==> src/rtl/core/cdr_pkg.sv <==
`timescale 1ns / 1ps

package cdr_pkg;

  // Field types shared by the channel interfaces and the core.
  typedef logic [18:0] secs_t;
  typedef logic [2:0]  edit_pos_t;
  typedef logic [2:0]  digit_pos_t;
  typedef logic [3:0]  digit_t;

  // Configuration port.
  typedef logic [1:0] cfg_idx_t;
  typedef logic [9:0] cfg_data_t;

  localparam cfg_idx_t CFG_REFRESH_PERIOD = 2'd0;
  localparam cfg_idx_t CFG_START_DELAY    = 2'd1;
  localparam cfg_idx_t CFG_BLINK_PERIOD   = 2'd2;

  localparam logic [7:0] REFRESH_PERIOD_RST = 8'd20;
  localparam logic [7:0] START_DELAY_RST    = 8'd100;
  localparam logic [9:0] BLINK_PERIOD_RST   = 10'd1000;

  localparam logic [10:0] SINCE_MAX      = 11'd2047;
  localparam secs_t       SECONDS_MAX    = 19'd359999;
  localparam secs_t       SECS_PER_HOUR  = 19'd3600;

  // Reciprocals for division by 15 (after a shift by two, this gives /60).
  // The first is exact for dividends below 2^17, the second below 2^11.
  localparam logic [17:0] RECIP15_WIDE   = 18'd139811;
  localparam int unsigned RECIP15_WIDE_SH = 21;
  localparam logic [11:0] RECIP15_NARROW = 12'd2185;
  localparam int unsigned RECIP15_NARROW_SH = 15;

endpackage

==> src/rtl/core/cdr_if.sv <==
`timescale 1ns / 1ps

// Tick request channel.
interface cdr_in_if;
  logic                valid;
  logic                ready;
  logic                kind;
  cdr_pkg::secs_t      timer_seconds;
  logic                setup_mode;
  cdr_pkg::edit_pos_t  edit_position;

  modport source (output valid, kind, timer_seconds, setup_mode, edit_position,
                  input ready);
  modport sink (input valid, kind, timer_seconds, setup_mode, edit_position,
                output ready);
endinterface

// Digit write channel.
interface cdr_out_if;
  logic                 valid;
  logic                 ready;
  cdr_pkg::digit_pos_t  digit_position;
  cdr_pkg::digit_t      digit_value;
  logic                 blank;
  logic                 last;

  modport source (output valid, digit_position, digit_value, blank, last,
                  input ready);
  modport sink (input valid, digit_position, digit_value, blank, last,
                output ready);
endinterface

==> src/rtl/core/countdown_digit_refresh_core.sv <==
`timescale 1ns / 1ps

// Countdown display digit refresh core.
// Each request on in_chan is one millisecond tick carrying the time to show,
// the setup flag, the edit position and whether a mode switch happened. The
// core keeps four staggered digit refresh timers and a blink phase, and for
// every digit whose timer expires on that tick it sends one digit write
// request on out_chan, rightmost digit first, with last set on the final
// write of the tick. A tick that expires no timer produces no request.
// A tick's first write is offered once the tick has passed the tick register and
// the minute split; the rest follow one per cycle unless the receiver stalls.
// A tick can be accepted every cycle while in_chan.ready is high; the limit
// is the output channel, which moves one digit write per cycle when the
// receiver is ready. Timer state advances when the tick is accepted, in a
// three stage pipeline: tick register, minute split, then digit registers
// that drain one write per cycle. When the receiver stalls, the digit
// register holds its write and the pipeline fills; in_chan.ready drops
// only when all three stages are full. Reset (rst_n low, synchronous)
// loads the register defaults, empties the pipeline and starts all refresh
// timers together. The user must write configuration through cfg_we /
// cfg_index / cfg_wdata only while the core is idle; the core itself does
// not enforce this.
module countdown_digit_refresh_core (
  input  logic               clk,
  input  logic               rst_n,
  cdr_in_if.sink             in_chan,
  cdr_out_if.source          out_chan,
  input  logic               cfg_we,
  input  cdr_pkg::cfg_idx_t  cfg_index,
  input  cdr_pkg::cfg_data_t cfg_wdata
);
  import cdr_pkg::*;

  // Splits a value below 100 into tens and ones with a compare ladder.
  function automatic logic [7:0] tens_ones(input logic [6:0] v);
    logic [3:0] tens;
    logic [6:0] ones;
    tens = 4'd0;
    for (int i = 1; i <= 9; i++) begin
      if (v >= 7'(10 * i)) begin
        tens = tens + 4'd1;
      end
    end
    ones = v - 7'(({3'b0, tens} << 3) + ({3'b0, tens} << 1));
    return {tens, ones[3:0]};
  endfunction

  // Configuration registers.
  logic [7:0] refresh_r;
  logic [7:0] start_r;
  logic [9:0] blink_r;

  // Timer state.
  logic [10:0] since_r, since_nxt;
  logic [7:0]  slot_r [4];
  logic [7:0]  slot_nxt [4];
  logic [9:0]  blank_cd_r, blank_cd_nxt;
  logic [9:0]  show_cd_r, show_cd_nxt;
  logic        shown_r, shown_nxt;

  // Stage 1: tick register.
  logic        s1_valid_r;
  logic [3:0]  s1_fire_r;
  logic [3:0]  s1_blank_r;
  secs_t       s1_secs_r;
  logic        s1_hhmm_r;

  // Stage 2: total minutes and seconds.
  logic        s2_valid_r;
  logic [3:0]  s2_fire_r;
  logic [3:0]  s2_blank_r;
  logic        s2_hhmm_r;
  logic [12:0] s2_min_r;
  logic [5:0]  s2_sec_r;

  // Stage 3: digit registers that drain one write per cycle when out_chan.ready is high.
  logic [3:0]  s3_mask_r;
  logic [3:0]  s3_blank_r;
  digit_t      s3_digit_r [4];

  // Handshake and flow control.
  logic in_acc, out_acc;
  logic s3_last, s3_free, s2_ready, s1_ready, s2_adv, s1_adv;

  // Tick evaluation.
  logic [3:0]  fire_c;
  logic [3:0]  blank_c;
  logic        hhmm_c;
  secs_t       secs_sat_c;
  logic [2:0]  blink_pos_c;

  // Stage 2 and 3 arithmetic.
  logic [34:0] min_prod;
  logic [12:0] min_total;
  secs_t       min_secs;
  logic [22:0] hour_prod;
  logic [6:0]  hours;
  logic [12:0] hour_mins;
  logic [5:0]  mins;
  logic [7:0]  hour_bcd, min_bcd, sec_bcd;
  digit_t      digit_c [4];

  // Output selection.
  logic [1:0]  out_idx;

  assign out_acc  = out_chan.valid && out_chan.ready;
  assign s3_last  = (s3_mask_r & (s3_mask_r - 4'd1)) == 4'd0;
  assign s3_free  = (s3_mask_r == 4'd0) || (out_chan.ready && s3_last);
  assign s2_ready = !s2_valid_r || s3_free;
  assign s2_adv   = s2_valid_r && s3_free;
  assign s1_ready = !s1_valid_r || s2_ready;
  assign s1_adv   = s1_valid_r && s2_ready;
  assign in_chan.ready = s1_ready;
  assign in_acc   = in_chan.valid && s1_ready;

  // Configuration writes; indexes beyond the register list are ignored.
  always_ff @(posedge clk) begin
    if (!rst_n) begin
      refresh_r <= REFRESH_PERIOD_RST;
      start_r   <= START_DELAY_RST;
      blink_r   <= BLINK_PERIOD_RST;
    end else if (cfg_we) begin
      case (cfg_index)
        CFG_REFRESH_PERIOD: refresh_r <= cfg_wdata[7:0];
        CFG_START_DELAY:    start_r   <= cfg_wdata[7:0];
        CFG_BLINK_PERIOD:   blink_r   <= cfg_wdata;
        default: ;
      endcase
    end
  end

  // Timer update for the tick being accepted. Each countdown decrements
  // (stopping at zero), is realigned to its period when the time since the
  // last switch reaches its staggered point, and fires and reloads at zero.
  always_comb begin
    logic [10:0] since_upd;
    logic [5:0]  quarter;
    logic [7:0]  slot_dec;
    logic [9:0]  blank_dec, show_dec;
    logic        shown_upd;
    since_upd = (in_chan.kind) ? 11'd0 :
                ((since_r == SINCE_MAX) ? since_r : since_r + 11'd1);
    quarter   = refresh_r[7:2];
    for (int k = 0; k < 4; k++) begin
      slot_dec = (slot_r[k] == 8'd0) ? 8'd0 : slot_r[k] - 8'd1;
      if ({1'b0, since_upd} == 12'(start_r) + 12'(quarter) * 12'(k)) begin
        slot_dec = refresh_r;
      end
      fire_c[k] = (slot_dec == 8'd0);
      if (fire_c[k]) begin
        slot_dec = refresh_r;
      end
      slot_nxt[k] = in_acc ? slot_dec : slot_r[k];
    end

    blank_dec = (blank_cd_r == 10'd0) ? 10'd0 : blank_cd_r - 10'd1;
    show_dec  = (show_cd_r == 10'd0) ? 10'd0 : show_cd_r - 10'd1;
    if ({1'b0, since_upd} == 12'(start_r) + 12'(blink_r[9:1])) begin
      blank_dec = blink_r;
    end
    if ({1'b0, since_upd} == 12'(start_r) + 12'(blink_r)) begin
      show_dec = blink_r;
    end
    shown_upd = shown_r;
    // When both phases expire on the same tick, the digit ends up shown.
    if (blank_dec == 10'd0) begin
      shown_upd = 1'b0;
      blank_dec = blink_r;
    end
    if (show_dec == 10'd0) begin
      shown_upd = 1'b1;
      show_dec  = blink_r;
    end

    since_nxt    = in_acc ? since_upd : since_r;
    blank_cd_nxt = in_acc ? blank_dec : blank_cd_r;
    show_cd_nxt  = in_acc ? show_dec : show_cd_r;
    shown_nxt    = in_acc ? shown_upd : shown_r;

    // Display format and the blinking digit.
    secs_sat_c = (in_chan.timer_seconds > SECONDS_MAX) ? SECONDS_MAX
                                                       : in_chan.timer_seconds;
    blink_pos_c = 3'd0;
    if (in_chan.setup_mode) begin
      case (in_chan.edit_position)
        3'd0:    blink_pos_c = 3'd4;
        3'd1:    blink_pos_c = 3'd3;
        3'd2:    blink_pos_c = 3'd2;
        3'd3:    blink_pos_c = 3'd1;
        3'd4:    blink_pos_c = 3'd2;
        3'd5:    blink_pos_c = 3'd1;
        default: blink_pos_c = 3'd0;
      endcase
    end
    hhmm_c = in_chan.setup_mode ? (in_chan.edit_position <= 3'd3)
                                : (secs_sat_c >= SECS_PER_HOUR);
    for (int k = 0; k < 4; k++) begin
      blank_c[k] = (blink_pos_c == 3'(k + 1)) && !shown_upd;
    end
  end

  always_ff @(posedge clk) begin
    if (!rst_n) begin
      since_r    <= SINCE_MAX;
      for (int k = 0; k < 4; k++) begin
        slot_r[k] <= REFRESH_PERIOD_RST;
      end
      blank_cd_r <= BLINK_PERIOD_RST;
      show_cd_r  <= BLINK_PERIOD_RST;
      shown_r    <= 1'b0;
    end else begin
      since_r    <= since_nxt;
      for (int k = 0; k < 4; k++) begin
        slot_r[k] <= slot_nxt[k];
      end
      blank_cd_r <= blank_cd_nxt;
      show_cd_r  <= show_cd_nxt;
      shown_r    <= shown_nxt;
    end
  end

  // Stage 1. Ticks that refresh no digit are dropped here.
  always_ff @(posedge clk) begin
    if (!rst_n) begin
      s1_valid_r <= 1'b0;
    end else if (s1_ready) begin
      s1_valid_r <= in_acc && (fire_c != 4'd0);
    end
  end

  always_ff @(posedge clk) begin
    if (in_acc) begin
      s1_fire_r  <= fire_c;
      s1_blank_r <= blank_c;
      s1_secs_r  <= secs_sat_c;
      s1_hhmm_r  <= hhmm_c;
    end
  end

  // Stage 2: seconds divided by 60 as (seconds / 4) / 15 by reciprocal.
  assign min_prod  = 35'(s1_secs_r[18:2]) * 35'(RECIP15_WIDE);
  assign min_total = 13'(min_prod >> RECIP15_WIDE_SH);
  assign min_secs  = (19'(min_total) << 6) - (19'(min_total) << 2);

  always_ff @(posedge clk) begin
    if (!rst_n) begin
      s2_valid_r <= 1'b0;
    end else if (s2_ready) begin
      s2_valid_r <= s1_adv;
    end
  end

  always_ff @(posedge clk) begin
    if (s1_adv) begin
      s2_fire_r  <= s1_fire_r;
      s2_blank_r <= s1_blank_r;
      s2_hhmm_r  <= s1_hhmm_r;
      s2_min_r   <= min_total;
      s2_sec_r   <= 6'(s1_secs_r - min_secs);
    end
  end

  // Stage 3: hours and minutes, then decimal digits.
  assign hour_prod = 23'(s2_min_r[12:2]) * 23'(RECIP15_NARROW);
  assign hours     = 7'(hour_prod >> RECIP15_NARROW_SH);
  assign hour_mins = (13'(hours) << 6) - (13'(hours) << 2);
  assign mins      = 6'(s2_min_r - hour_mins);
  assign hour_bcd  = tens_ones(hours);
  assign min_bcd   = tens_ones({1'b0, mins});
  assign sec_bcd   = tens_ones({1'b0, s2_sec_r});

  always_comb begin
    if (s2_hhmm_r) begin
      digit_c[0] = min_bcd[3:0];
      digit_c[1] = min_bcd[7:4];
      digit_c[2] = hour_bcd[3:0];
      digit_c[3] = hour_bcd[7:4];
    end else begin
      digit_c[0] = sec_bcd[3:0];
      digit_c[1] = sec_bcd[7:4];
      digit_c[2] = min_bcd[3:0];
      digit_c[3] = min_bcd[7:4];
    end
  end

  always_ff @(posedge clk) begin
    if (!rst_n) begin
      s3_mask_r <= 4'd0;
    end else if (s2_adv) begin
      s3_mask_r <= s2_fire_r;
    end else if (out_acc) begin
      s3_mask_r <= s3_mask_r & (s3_mask_r - 4'd1);
    end
  end

  always_ff @(posedge clk) begin
    if (s2_adv) begin
      s3_blank_r <= s2_blank_r;
      for (int k = 0; k < 4; k++) begin
        s3_digit_r[k] <= digit_c[k];
      end
    end
  end

  // The lowest pending digit goes out first.
  always_comb begin
    if (s3_mask_r[0]) begin
      out_idx = 2'd0;
    end else if (s3_mask_r[1]) begin
      out_idx = 2'd1;
    end else if (s3_mask_r[2]) begin
      out_idx = 2'd2;
    end else begin
      out_idx = 2'd3;
    end
  end

  assign out_chan.valid          = s3_mask_r != 4'd0;
  assign out_chan.digit_position = {1'b0, out_idx} + 3'd1;
  assign out_chan.blank          = s3_blank_r[out_idx];
  assign out_chan.digit_value    = s3_blank_r[out_idx] ? 4'd0 : s3_digit_r[out_idx];
  assign out_chan.last           = s3_last;

endmodule

==> src/flat_wrapper.sv <==
// flat-port wrapper written by rule: the top's interface ports become plain ports
module countdown_digit_refresh_core_flat import cdr_pkg::*;
  (clk, rst_n, cfg_we, cfg_index, cfg_wdata, in_chan_valid, in_chan_kind, in_chan_timer_seconds, in_chan_setup_mode, in_chan_edit_position, in_chan_ready, out_chan_valid, out_chan_digit_position, out_chan_digit_value, out_chan_blank, out_chan_last, out_chan_ready);
  cdr_in_if in_chan_i ();
  cdr_out_if out_chan_i ();
  input  logic clk;
  input  logic rst_n;
  input  logic cfg_we;
  input  cdr_pkg::cfg_idx_t cfg_index;
  input  cdr_pkg::cfg_data_t cfg_wdata;
  input wire logic [$bits(in_chan_i.valid)-1:0] in_chan_valid;
  input wire logic [$bits(in_chan_i.kind)-1:0] in_chan_kind;
  input wire logic [$bits(in_chan_i.timer_seconds)-1:0] in_chan_timer_seconds;
  input wire logic [$bits(in_chan_i.setup_mode)-1:0] in_chan_setup_mode;
  input wire logic [$bits(in_chan_i.edit_position)-1:0] in_chan_edit_position;
  output wire logic [$bits(in_chan_i.ready)-1:0] in_chan_ready;
  output wire logic [$bits(out_chan_i.valid)-1:0] out_chan_valid;
  output wire logic [$bits(out_chan_i.digit_position)-1:0] out_chan_digit_position;
  output wire logic [$bits(out_chan_i.digit_value)-1:0] out_chan_digit_value;
  output wire logic [$bits(out_chan_i.blank)-1:0] out_chan_blank;
  output wire logic [$bits(out_chan_i.last)-1:0] out_chan_last;
  input wire logic [$bits(out_chan_i.ready)-1:0] out_chan_ready;
  assign in_chan_i.valid = in_chan_valid;
  assign in_chan_i.kind = in_chan_kind;
  assign in_chan_i.timer_seconds = in_chan_timer_seconds;
  assign in_chan_i.setup_mode = in_chan_setup_mode;
  assign in_chan_i.edit_position = in_chan_edit_position;
  assign in_chan_ready = in_chan_i.ready;
  assign out_chan_valid = out_chan_i.valid;
  assign out_chan_digit_position = out_chan_i.digit_position;
  assign out_chan_digit_value = out_chan_i.digit_value;
  assign out_chan_blank = out_chan_i.blank;
  assign out_chan_last = out_chan_i.last;
  assign out_chan_i.ready = out_chan_ready;
  countdown_digit_refresh_core u_core (.clk(clk), .rst_n(rst_n), .in_chan(in_chan_i), .out_chan(out_chan_i), .cfg_we(cfg_we), .cfg_index(cfg_index), .cfg_wdata(cfg_wdata));
endmodule
==> config.mk <==
export PLATFORM = sky130hd
export DESIGN_NAME = countdown_digit_refresh_core_flat
export DESIGN_NICKNAME = d
export VERILOG_FILES = /design/src/rtl/core/cdr_pkg.sv /design/src/rtl/core/cdr_if.sv /design/src/rtl/core/countdown_digit_refresh_core.sv /design/src/flat_wrapper.sv
export SDC_FILE = /design/constraint.sdc
export NUM_CORES = 1
export LEC_CHECK = 0
export BUFFER_PORTS_ARGS = -buffer_cell sky130_fd_sc_hd__buf_2
export CORE_AREA = 2 2 210 212
export DETAILED_ROUTE_END_ITERATION = 16
export DIE_AREA = 0 0 212 214
export GPL_TIMING_DRIVEN = 0
export SYNTH_ARGS = -nofsm -noshare
export SYNTH_HDL_FRONTEND = slang
export SYNTH_SLANG_ARGS = --single-unit
export TNS_END_PERCENT = 20
==> constraint.sdc <==
create_clock -name clk -period 26.8 [get_ports clk]
set_input_delay 1.34 -clock clk [delete_from_list [all_inputs] [get_ports clk]]
set_output_delay 1.34 -clock clk [all_outputs]
set_load 0.005 [all_outputs]
* Word-level counts from Yosys, hierarchy flattened
Memories as Yosys holds them, arrays and structs flattened.
Index checks and enable logic that the tools add are counted.
** Storage, ports and cells
- Output and inout bits :: 11
- Logic and storage cells :: 241
- Memories :: 2
- Bits of input ports :: 41
- Flip-flop bits (word level) :: 124
- RAM bits :: 48
** Memories
- u_core.slot_r :: words 4, bits a word 8, read ports 4, clocked after memory_dff 0, write ports 4, line countdown_digit_refresh_core.sv:55 : logic [7:0] slot_r [4];
- u_core.s3_digit_r :: words 4, bits a word 4, read ports 1, clocked after memory_dff 0, write ports 4, line countdown_digit_refresh_core.sv:79 : digit_t s3_digit_r [4];
** Cells by class
- Equal/unequal tests :: 18
- Multipliers :: 3
- Add/sub/neg operators :: 48
- Mux-type cells :: 74
- Order comparisons :: 31
- Bitwise operators :: 5
- Reduce and logical (&&, ||, !) cells :: 40
** Operator list (number)
- $mux 8 :: 20
- $mux 4 :: 27
- $add 4x1->4 const B :: 21
- $logic_not 8->1 :: 8
- $eq 11x12->1 :: 5
- $mux 10 :: 6
- $ge 6x7->1 const B :: 6
- $logic_not 10->1 :: 4
- $ge 6x6->1 const B :: 6
- $mul 17x18->34 const B :: 1
- $sub 8x1->8 const B :: 4
- $ge 6x5->1 const B :: 4
- $mul 11x12->22 const B :: 1
- $mux 11 :: 2
- $ge 7x6->1 const B :: 3
- $ge 7x7->1 const B :: 3
- $sub 10x1->10 const B :: 2
- $ge 19x12->1 const B :: 1
- $gt 19x19->1 const B :: 1
- $mux 19 :: 1
- $mux 16 :: 1
- $ge 7x5->1 const B :: 2
- $add 4x4->4 :: 3
- $eq 3x2->1 const B :: 4
- other kinds (40) :: 83

* Depth between registers and ports, before layout
Gate-level depths: netlist (run 1).
- Depth after elaboration :: 24
- Depth in mapped cells :: 43
- Mapped depth without buffers :: 41

* Worst setup path before layout (run 1)
No wires, ideal clock.
- Path type :: register to register
- Start point :: reg u_core.s2_min_r[9]
- End point :: mem u_core.s3_digit_r[2][3] in the netlist's numbering, data pin
- Required time :: 26530 ps
- Library setup time :: 270 ps
- Clock period less this slack :: 8593 ps
- Arrival :: 8323 ps
- Path buffers :: 2
- Stages on the path, launching flop included :: 43
- Path slack :: 18207 ps
- Path through :: edfxtp_1 > ha_1 > inv_1 > fa_1 > fa_1 > inv_1 > ha_1 > ha_1 > nand3_1 > o21ai_1 > a22o_1 > buf_6 > mux2_4 > and2_1 > buf_6 > or2_2 > and3_1 > ha_1 > [7 not listed] > a31oi_1 > a21oi_1 > o21ai_0 > o21a_1 > ha_1 > nor2_1 > a211oi_2 > xor2_1 > a21oi_1 > ha_1 > nand2_1 > o21ai_0 > mux2_2 > ha_1 > a21oi_1 > xnor2_1 > xnor2_1 > a21oi_1
** RTL lines
- start, declared :: line countdown_digit_refresh_core.sv:73 : logic [12:0] s2_min_r;
- start signal, assigned :: line countdown_digit_refresh_core.sv:258 : s2_min_r <= min_total;
- end, declared :: line countdown_digit_refresh_core.sv:79

==> metrics.md, run 1 <==
| Metric | Value |
|---|---|
| Post-synthesis share of cell area spent on and, or, nand and nor gates | `between 10% and 20%` |
| Half-perimeter wire length after placement | `between 30000 and 40000 um` |
| Total track usage | `between 10% and 20%` |
| Required time reported for the critical path endpoint | `26.98 ns` |
| Vias in the first global route | `roughly 14000` |
| CP dominant cell by count | `sky130_fd_sc_hd__ha_1` |
| Buffer levels on the longest clock path | `2` |
| Commonest cells after routing, fill and taps aside | `235 x sky130_fd_sc_hd__ha_1, 191 x sky130_fd_sc_hd__inv_1, 160 x sky130_fd_sc_hd__nand2_1, 111 x sky130_fd_sc_hd__xnor2_1, 110 x sky130_fd_sc_hd__nor2_1` |
| Cell area power density | `57.3 nW/um2` |
| Final cycle utilization of the critical path | `a little over a third` |
| # clock sinks | `172` |
| Worst ir drop on vdd | `around 0.038 mV` |
| Buffering stage count on the worst path with inverters included | `5` |
| Count of input and output buffers | `49` |
| Clock latency reported for the late side of the worst-skew pair | `0.46 ns` |
| Top-level I/O count | `between 50 and 60` |
| Clock-pin transition on the worst setup and hold timing paths | `~0.070 ns` |
| Xor/xnor share of the synthesized area | `8.77%` |
| Antenna violations before repair | `0` |
| Worst reg2reg startpoint | `u_core.s2_min_r[9]` |
| Adder-cell share of the synthesized area | `a little under a quarter` |
| CTS resizes | `0` |
| Number of H-tree levels | `4` |
| Antenna viol nets, final | `0` |
| Vertical die dimension | `~210 um` |
| Total CTS buffers | `17` |
| Largest family of logic cells by synthesized area | `adder cells` |
| Slowest Stage Delay on Critical Path | `just over 0.5 ns` |
| Placement-stage worst setup slack | `17.24 ns` |
| Result of the run | `completed` |
| Flops & latches, synth | `around 170` |
| Synthesized area divided by synthesized cell count | `between 8 and 9 um2` |
| Floorplan core area | `42900 um2` |
| Number of pins with negative max-slew slack in the final report | `0` |
| Post-synthesis async set-or-reset flop share | `0%` |
| Net switching power of the design | `approximately 0.00042 W` |
| Wire length per cell | `between 15 and 20 um` |
| Final Hold Violating Endpoints | `0` |
| Number of placement rows | `76` |
| Width of the die | `212 um` |
| Post-synth EDFFs | `76` |
| Peak Freq | `between 100 and 150 MHz` |
| Type of element capturing the critical path | `flip-flop` |
| Unrepaired setup endpoints after global routing | `no` |
| Count of routing violations after the opening detailed-route iteration | `approximately 800` |
| Overflow left after global routing | `0` |
| Maxcap violations | `0` |
| ANT cells | `0` |
| Number of hold-repair buffers added at the cts stage | `0` |
| Final #Nets | `about 2300` |
| Synthesis Warnings | `0` |
| R2r endpoint | `u_core.s3_digit_r[2][3]` |
| Worst slew slack as a fraction of its limit | `between 30% and 40%` |
| Proportion of power drawn by combinational gates | `a little under half` |
| Top FF cell, synth | `sky130_fd_sc_hd__dfxtp_1` |
| Average via count per standard cell | `~5.4` |
| Worst-margin pin slew | `just over 1 ns` |
| Arrival time at the worst endpoint | `9.70 ns` |
| Pin count of the biggest net entering global routing | `27` |
| Class of the tightest hold or removal check | `flip-flop to flip-flop` |
| Largest delay contributor family on the critical path | `adder cells` |
| Reg2reg path depth | `42` |
| Cells after Synth | `1919` |
| Die area | `45400 um2` |
| Fin Setup TNS | `0 ns` |
| Proportion of layout cells with a drive suffix above 1 | `8.24%` |
| Initial core utilization | `between 30 and 40%` |
| Part of the Yosys area used for sequential elements | `24.7%` |
| Fraction of power spent switching nets | `slightly below 40%` |
| Wire length after detailed routing | `approximately 42000 um` |
| Number of detailed-route iterations in the first pass | `5` |
| Final critical delay including setup and external delays | `9.52 ns` |
| Post-CTS Setup Repair Bufs | `0` |
| Final setup skew | `around 0.014 ns` |
| Vias after detailed routing | `13942` |
| Most frequent standard cell in the layout excluding fill and tap cells | `sky130_fd_sc_hd__ha_1` |
| Synth Area in Compound Gates | `around 17%` |
| Slowest cell on the critical path | `sky130_fd_sc_hd__fa_1` |
| Setup CP Type | `flip-flop to flip-flop` |
| Flop2flop setup slack | `17.28 ns` |
| Worst hold path endpoint | `u_core.s2_fire_r[1]` |
| Number of remaining DRC errors | `0` |
| Maximum fanout along the worst path | `9` |
| Share of total power in the clock network | `a little under a quarter` |
| Type of origin of the critical path | `flip-flop` |
| Total leakage power | `around 8.2 nW` |
| Final setup violation count | `0` |
| Netlist area before placement | `about 17000 um2` |
| Layout area overhead | `9.62%` |
| Hold Startpoint | `u_core.s1_fire_r[1]` |
| Unique cell type count in the Yosys netlist | `around 100` |
| Share of synthesized area spent on multiplexers | `3.24%` |
| Global-route wire length before repair | `around 70000 um` |
| Sequential group share of total power | `between 30% and 40%` |
| Clock Root Buffer | `sky130_fd_sc_hd__clkbuf_16` |
| Number of cells on the worst hold path | `0` |
| Pint | `between 0.0006 and 0.0007 W` |
| Routability-driven placement congestion ratio | `between 0.9 and 1` |
| Net Count, Synth | `between 2000 and 2500` |
| TritonCTS clock tree | `built` |
| Worst-case setup margin in the final layout | `17.28 ns` |
flip-flops by register name (all words and copies together), names as in the netlist:
register and cells:
u_core.since_r 11, u_core.s1_valid_r 1, u_core.blank_cd_r 10, u_core.s2_blank_r 4, u_core.show_cd_r 10, u_core.s1_blank_r 4
u_core.s1_fire_r 4, u_core.s3_digit_r 16, u_core.s2_sec_r 6, u_core.s3_blank_r 4, u_core.s1_secs_r 19, u_core.s1_hhmm_r 1
u_core.s2_min_r 13, u_core.s2_fire_r 4, u_core.shown_r 1, u_core.slot_r 32, u_core.start_r 8, u_core.s3_mask_r 4
u_core.s2_hhmm_r 1, u_core.refresh_r 8, u_core.blink_r 10, u_core.s2_valid_r 1
cell usage after synthesis (all sizes together) (17+ instances only):
library cell | n | area share (%)
inv | 191 | 4.2
nor2 | 111 | 2.5
or2 | 21 | 0.77
edfxtp | 76 | 13
nand3 | 56 | 1.7
fa | 57 | 6.7
nor3b | 20 | 0.88
or3 | 19 | 0.73
nand4 | 18 | 0.70
nor4 | 18 | 0.73
a21boi | 17 | 0.75
a21o | 32 | 1.4
xor2 | 48 | 2.5
xnor2 | 113 | 5.9
clkbuf | 44 | 0.97
ha | 235 | 17
a21oi | 109 | 3.3
nor2b | 33 | 1.2
nor3 | 48 | 1.4
and2 | 22 | 0.81
nand2 | 160 | 3.5
o21ai | 83 | 2.5
o211ai | 28 | 1.2
a211oi | 17 | 0.97
mux2i | 38 | 2.2
dfxtp | 96 | 11
final cells by class:
cell class              instances  area (um2)
repair buffers                 52         308
multi-input cells            1495       11900
plain buffers                  60         263
flip-flops and latches        172        4200
fillers                      4205       24200
clock buffers                  17         425
well taps                     585         732
clock inverters                15         168
inverters                     192         721
metrics by stage:
step	instances	instance area (um2)	hold WS, ns	util [%]	total power [W]
5_1_grt	2588	18700	0.429	43.6	0.00116
3_3_place_gp	2553	18000	0.402	42.0	0.000815
6_report	2588	18700	0.420	43.6	0.00107
4_1_cts	2588	18700	0.423	43.6	0.00108
2_1_floorplan	1919	17000	0.400	-	0.000712
3_5_place_dp	2556	18100	0.405	42.2	0.000830
metal layers:
layer / routed length [um] / GRT usage [%] / up-vias
met5: 0 / 0 / -
met3: 1550 / 2.62 / 57
met1: 18600 / 23.9 / 6669
li1: - / - / 6947
met2: 20800 / 34.2 / 269
met4: 1090 / 6.81 / 0
worst max-delay path by stage:
stage,to,depth (start not counted),from,slack [ns]
floorplan,u_core.s3_digit_r[2][3],42,u_core.s2_min_r[9],18.21
global placement,u_core.s3_digit_r[2][3],42,u_core.s2_min_r[9],17.36
detailed placement,u_core.s3_digit_r[2][3],42,u_core.s2_min_r[9],17.24
CTS,u_core.s3_digit_r[2][3],42,u_core.s2_min_r[9],17.22
global route,u_core.s3_digit_r[2][3],42,u_core.s2_min_r[9],16.69
finish,u_core.s3_digit_r[2][3],42,u_core.s2_min_r[9],17.28
power by group through the flow:
stage | Clock (W) | Sequential [W] | Combinational [W]
final | 0.000250 | 0.000325 | 0.000495
after floorplan | 0 | 0.000323 | 0.000389
after global routing | 0.000264 | 0.000327 | 0.000573
after detailed placement | 0 | 0.000331 | 0.000498
after global placement | 0 | 0.000331 | 0.000484
after CTS | 0.000256 | 0.000325 | 0.000503
cell families after synthesis:
logic type / count (synthesis)
AOI/OAI and AO/OA: 414
muxes: 53
and+or+nand+nor: 572
adders and majority gates: 292
buffers and inverters: 252
xor gates and xnor gates: 164
DFF: 172
(Power assumes the default switching activity.)
==> run 2, diff against run 1 <==
==> constraint.sdc (replaced) <==
create_clock -name clk -period 8.3 [get_ports clk]
set_input_delay 0.415 -clock clk [delete_from_list [all_inputs] [get_ports clk]]
set_output_delay 0.415 -clock clk [all_outputs]
set_load 0.005 [all_outputs]
==> metrics.md, run 2 (synthesis gave the netlist of run 1 again) <==
| Metric | Value |
|---|---|
| Number of pins with negative max-slew slack in the final report | `0 (unchanged)` |
| Final Hold Violating Endpoints | `0 (unchanged)` |
| Final setup skew | `0.0149 ns (+0.00127 ns)` |
| Pwr Total | `0.00353 W (+230%)` |
| Flip-flop count of the largest register, all copies and words added | `32 (unchanged)` |
| # clock sinks | `172 (unchanged)` |
| Total CTS buffers | `17 (unchanged)` |
| Worst-margin pin slew | `1.00 ns (-0.0230 ns)` |
| Cell Count Post-Placement | `2556 (unchanged)` |
| Die area | `45400 um2 (unchanged)` |
| Worst hold slack | `0.191 ns (-0.229 ns)` |
| Wire length after detailed routing | `42900 um (+2.0%)` |
| Commonest cells after routing, fill and taps aside | `225 x sky130_fd_sc_hd__ha_1, 188 x sky130_fd_sc_hd__inv_1, 159 x sky130_fd_sc_hd__nand2_1, 109 x sky130_fd_sc_hd__nor2_1, 109 x sky130_fd_sc_hd__xnor2_1` |
| Area taken by flip-flops and latches | `4200 um2 (unchanged)` |
| Worst slew slack as a fraction of its limit | `33.1% (+2.3 points)` |
| Number of placement rows | `76 (unchanged)` |
| Pin count of the biggest net entering global routing | `27 (unchanged)` |
| Peak Freq | `124 MHz (+18%)` |
| Fill count | `4178 (-0.64%)` |
| Buffering stage count on the worst path with inverters included | `13 (+8)` |
| Final critical delay including setup and external delays | `8.05 ns (-1.47 ns)` |
| Fin Setup TNS | `0 ns (unchanged)` |
| Arrival time at the worst endpoint | `8.24 ns (-1.46 ns)` |
| Width of the die | `212 um (unchanged)` |
| Layout area overhead | `13.1%` |
| Count of routing violations after the opening detailed-route iteration | `936 (+17%)` |
| Setup CP Type | `flip-flop to flip-flop` |
| Antenna viol nets, final | `0 (unchanged)` |
| Global-route wire length before repair | `72100 um (+1.5%)` |
| Vias in the first global route | `14198 (-0.084%)` |
| Clock-pin transition on the worst setup and hold timing paths | `0.08 ns (about the same)` |
| Routability-driven placement congestion ratio | `0.875 (-4.7%)` |
| Result of the run | `completed` |
| Most frequent standard cell in the layout excluding fill and tap cells | `sky130_fd_sc_hd__ha_1` |
| Maxcap violations | `0 (unchanged)` |
| Final #Nets | `2354 (+1.3%)` |
| Cell area power density | `183 nW/um2 (+220%)` |
| Number of H-tree levels | `4 (unchanged)` |
| Count of input and output buffers | `49 (unchanged)` |
| Vertical die dimension | `214 um (unchanged)` |
| Maximum fanout along the worst path | `5 (-4)` |
| Buffer levels on the longest clock path | `2 (unchanged)` |
| Top-level I/O count | `52 (unchanged)` |
| Post-route core utilization | `44.9% (+1.4 points)` |
| Total track usage | `19.7% (+0.33 points)` |
| Average via count per standard cell | `5.39 (about the same)` |
| Initial core utilization | `39.7% (unchanged)` |
| Floorplan core area | `42900 um2 (unchanged)` |
| Type of origin of the critical path | `flip-flop` |
| Number of detailed-route iterations in the first pass | `5 (unchanged)` |
| Post-route insts no fill | `2619 (+1.2%)` |
| Overflow left after global routing | `0 (unchanged)` |
| Required time reported for the critical path endpoint | `8.49 ns (-18.49 ns)` |
| Wire length per cell | `16.4 um (+0.81%)` |
| Final cycle utilization of the critical path | `97.0% (+61 points)` |
| Number of hold-repair buffers added at the cts stage | `0 (unchanged)` |
| Slowest Stage Delay on Critical Path | `0.54 ns (+0.03 ns)` |
| Registers with the most flip-flops | `u_core.slot_r: 32 flops, u_core.s1_secs_r: 19 flops, u_core.s3_digit_r: 16 flops` |
| Clock Root Buffer | `sky130_fd_sc_hd__clkbuf_16` |
| Area taken by multi-input logic gates | `12200 um2 (+2.9%)` |
| Proportion of layout cells with a drive suffix above 1 | `11.8% (+3.6 points)` |
| Final setup violation count | `0 (unchanged)` |
| Number of remaining DRC errors | `0 (unchanged)` |
| Unrepaired setup endpoints after global routing | `yes` |
| CP dominant cell by count | `sky130_fd_sc_hd__buf_4` |
| Total leakage power | `8.37 nW (+2.4%)` |
| Clock latency reported for the late side of the worst-skew pair | `0.47 ns (about the same)` |
| Antenna violations before repair | `0 (unchanged)` |
| TritonCTS clock tree | `built` |
| Worst ir drop on vdd | `0.134 mV (+250%)` |
| Class of the tightest hold or removal check | `primary input to flip-flop` |
| Half-perimeter wire length after placement | `33400 um (+0.17%)` |
| Slowest cell on the critical path | `sky130_fd_sc_hd__fa_1` |
| Type of element capturing the critical path | `flip-flop` |
| ANT cells | `0 (unchanged)` |
| Register name with the most flops | `u_core.slot_r` |
| Vias after detailed routing | `14115 (+1.2%)` |
| Largest delay contributor family on the critical path | `compound AO/OA/AOI/OAI gates` |
==> run 2: what timing repair did <==
item                                    in CTS  in global routing
gates resized for setup                     33                 30
endpoints found under the setup margin       5                  6
pin swaps                                   19                 30
setup buffers                               26                  7
endpoints found under the hold margin        0                  0
==> run 2: worst paths after layout <==
kind | startpoint | end | slack, ns | cells after the start
hold reg to reg | u_core.s2_blank_r[0] | u_core.s3_blank_r[0] | 0.42 | 0
hold / removal | cfg_wdata[8] | u_core.blink_r[8] | 0.19 | 3
setup / recovery | u_core.s2_min_r[12] | u_core.s3_digit_r[3][3] | 0.25 | 43
setup reg to reg | u_core.s2_min_r[12] | u_core.s3_digit_r[3][3] | 0.25 | 43
==> run 2: worst register-to-register path: cells and delay by family (launching register included) <==
| family | cells | cell delay [ns] |
|---|---|---|
| compound gates | 14 | 2.40 |
| fa+ha+maj | 8 | 2.21 |
| xor+xnor | 4 | 0.70 |
| buf+inv | 13 | 1.38 |
| mux | 2 | 0.48 |
| flops | 1 | 0.45 |
| simple gates | 2 | 0.21 |
==> run 2: metrics by stage <==
step,area [um2],setup WS (ns)
floorplan,17100,0.0124
global placement,18100,-0.794
detailed placement,18100,-0.863
CTS,19100,0.00506
global route,19300,-0.144
finish,19300,0.249
==> run 2: area by class of cell <==
| type | instances | share of cell area, % |
|---|---|---|
| Timing Repair Buffer | 85 | 2.96 |
| Inverter | 192 | 3.75 |
| Sequential cell | 172 | 21.8 |
| Clock buffer | 17 | 2.21 |
| Multi-Input combinational cell | 1495 | 63.3 |
| Tap cell | 585 | 3.80 |
| Buffer | 58 | 1.25 |
| Clock inverter | 15 | 0.883 |
==> run 2: power by group <==
group	internal (W)	switching (W)	leakage (nW)	total (W)
clock	0.000407	0.000409	0.293	0.000816
sequential	0.000986	0.0000628	1.50	0.00105
combinational	0.000761	0.000903	6.57	0.00166
total	0.00215	0.00138	8.37	0.00353
==> run 2: routing by layer <==
metal,share of wire [%],up-vias,track usage [%],routed length (um)
li1,-,7030,-,-
met1,45,6793,24.7,19400
met2,50,232,34.7,21300
met3,2.8,60,2.71,1200
met4,2.5,0,6.08,1060
met5,0,-,0,0
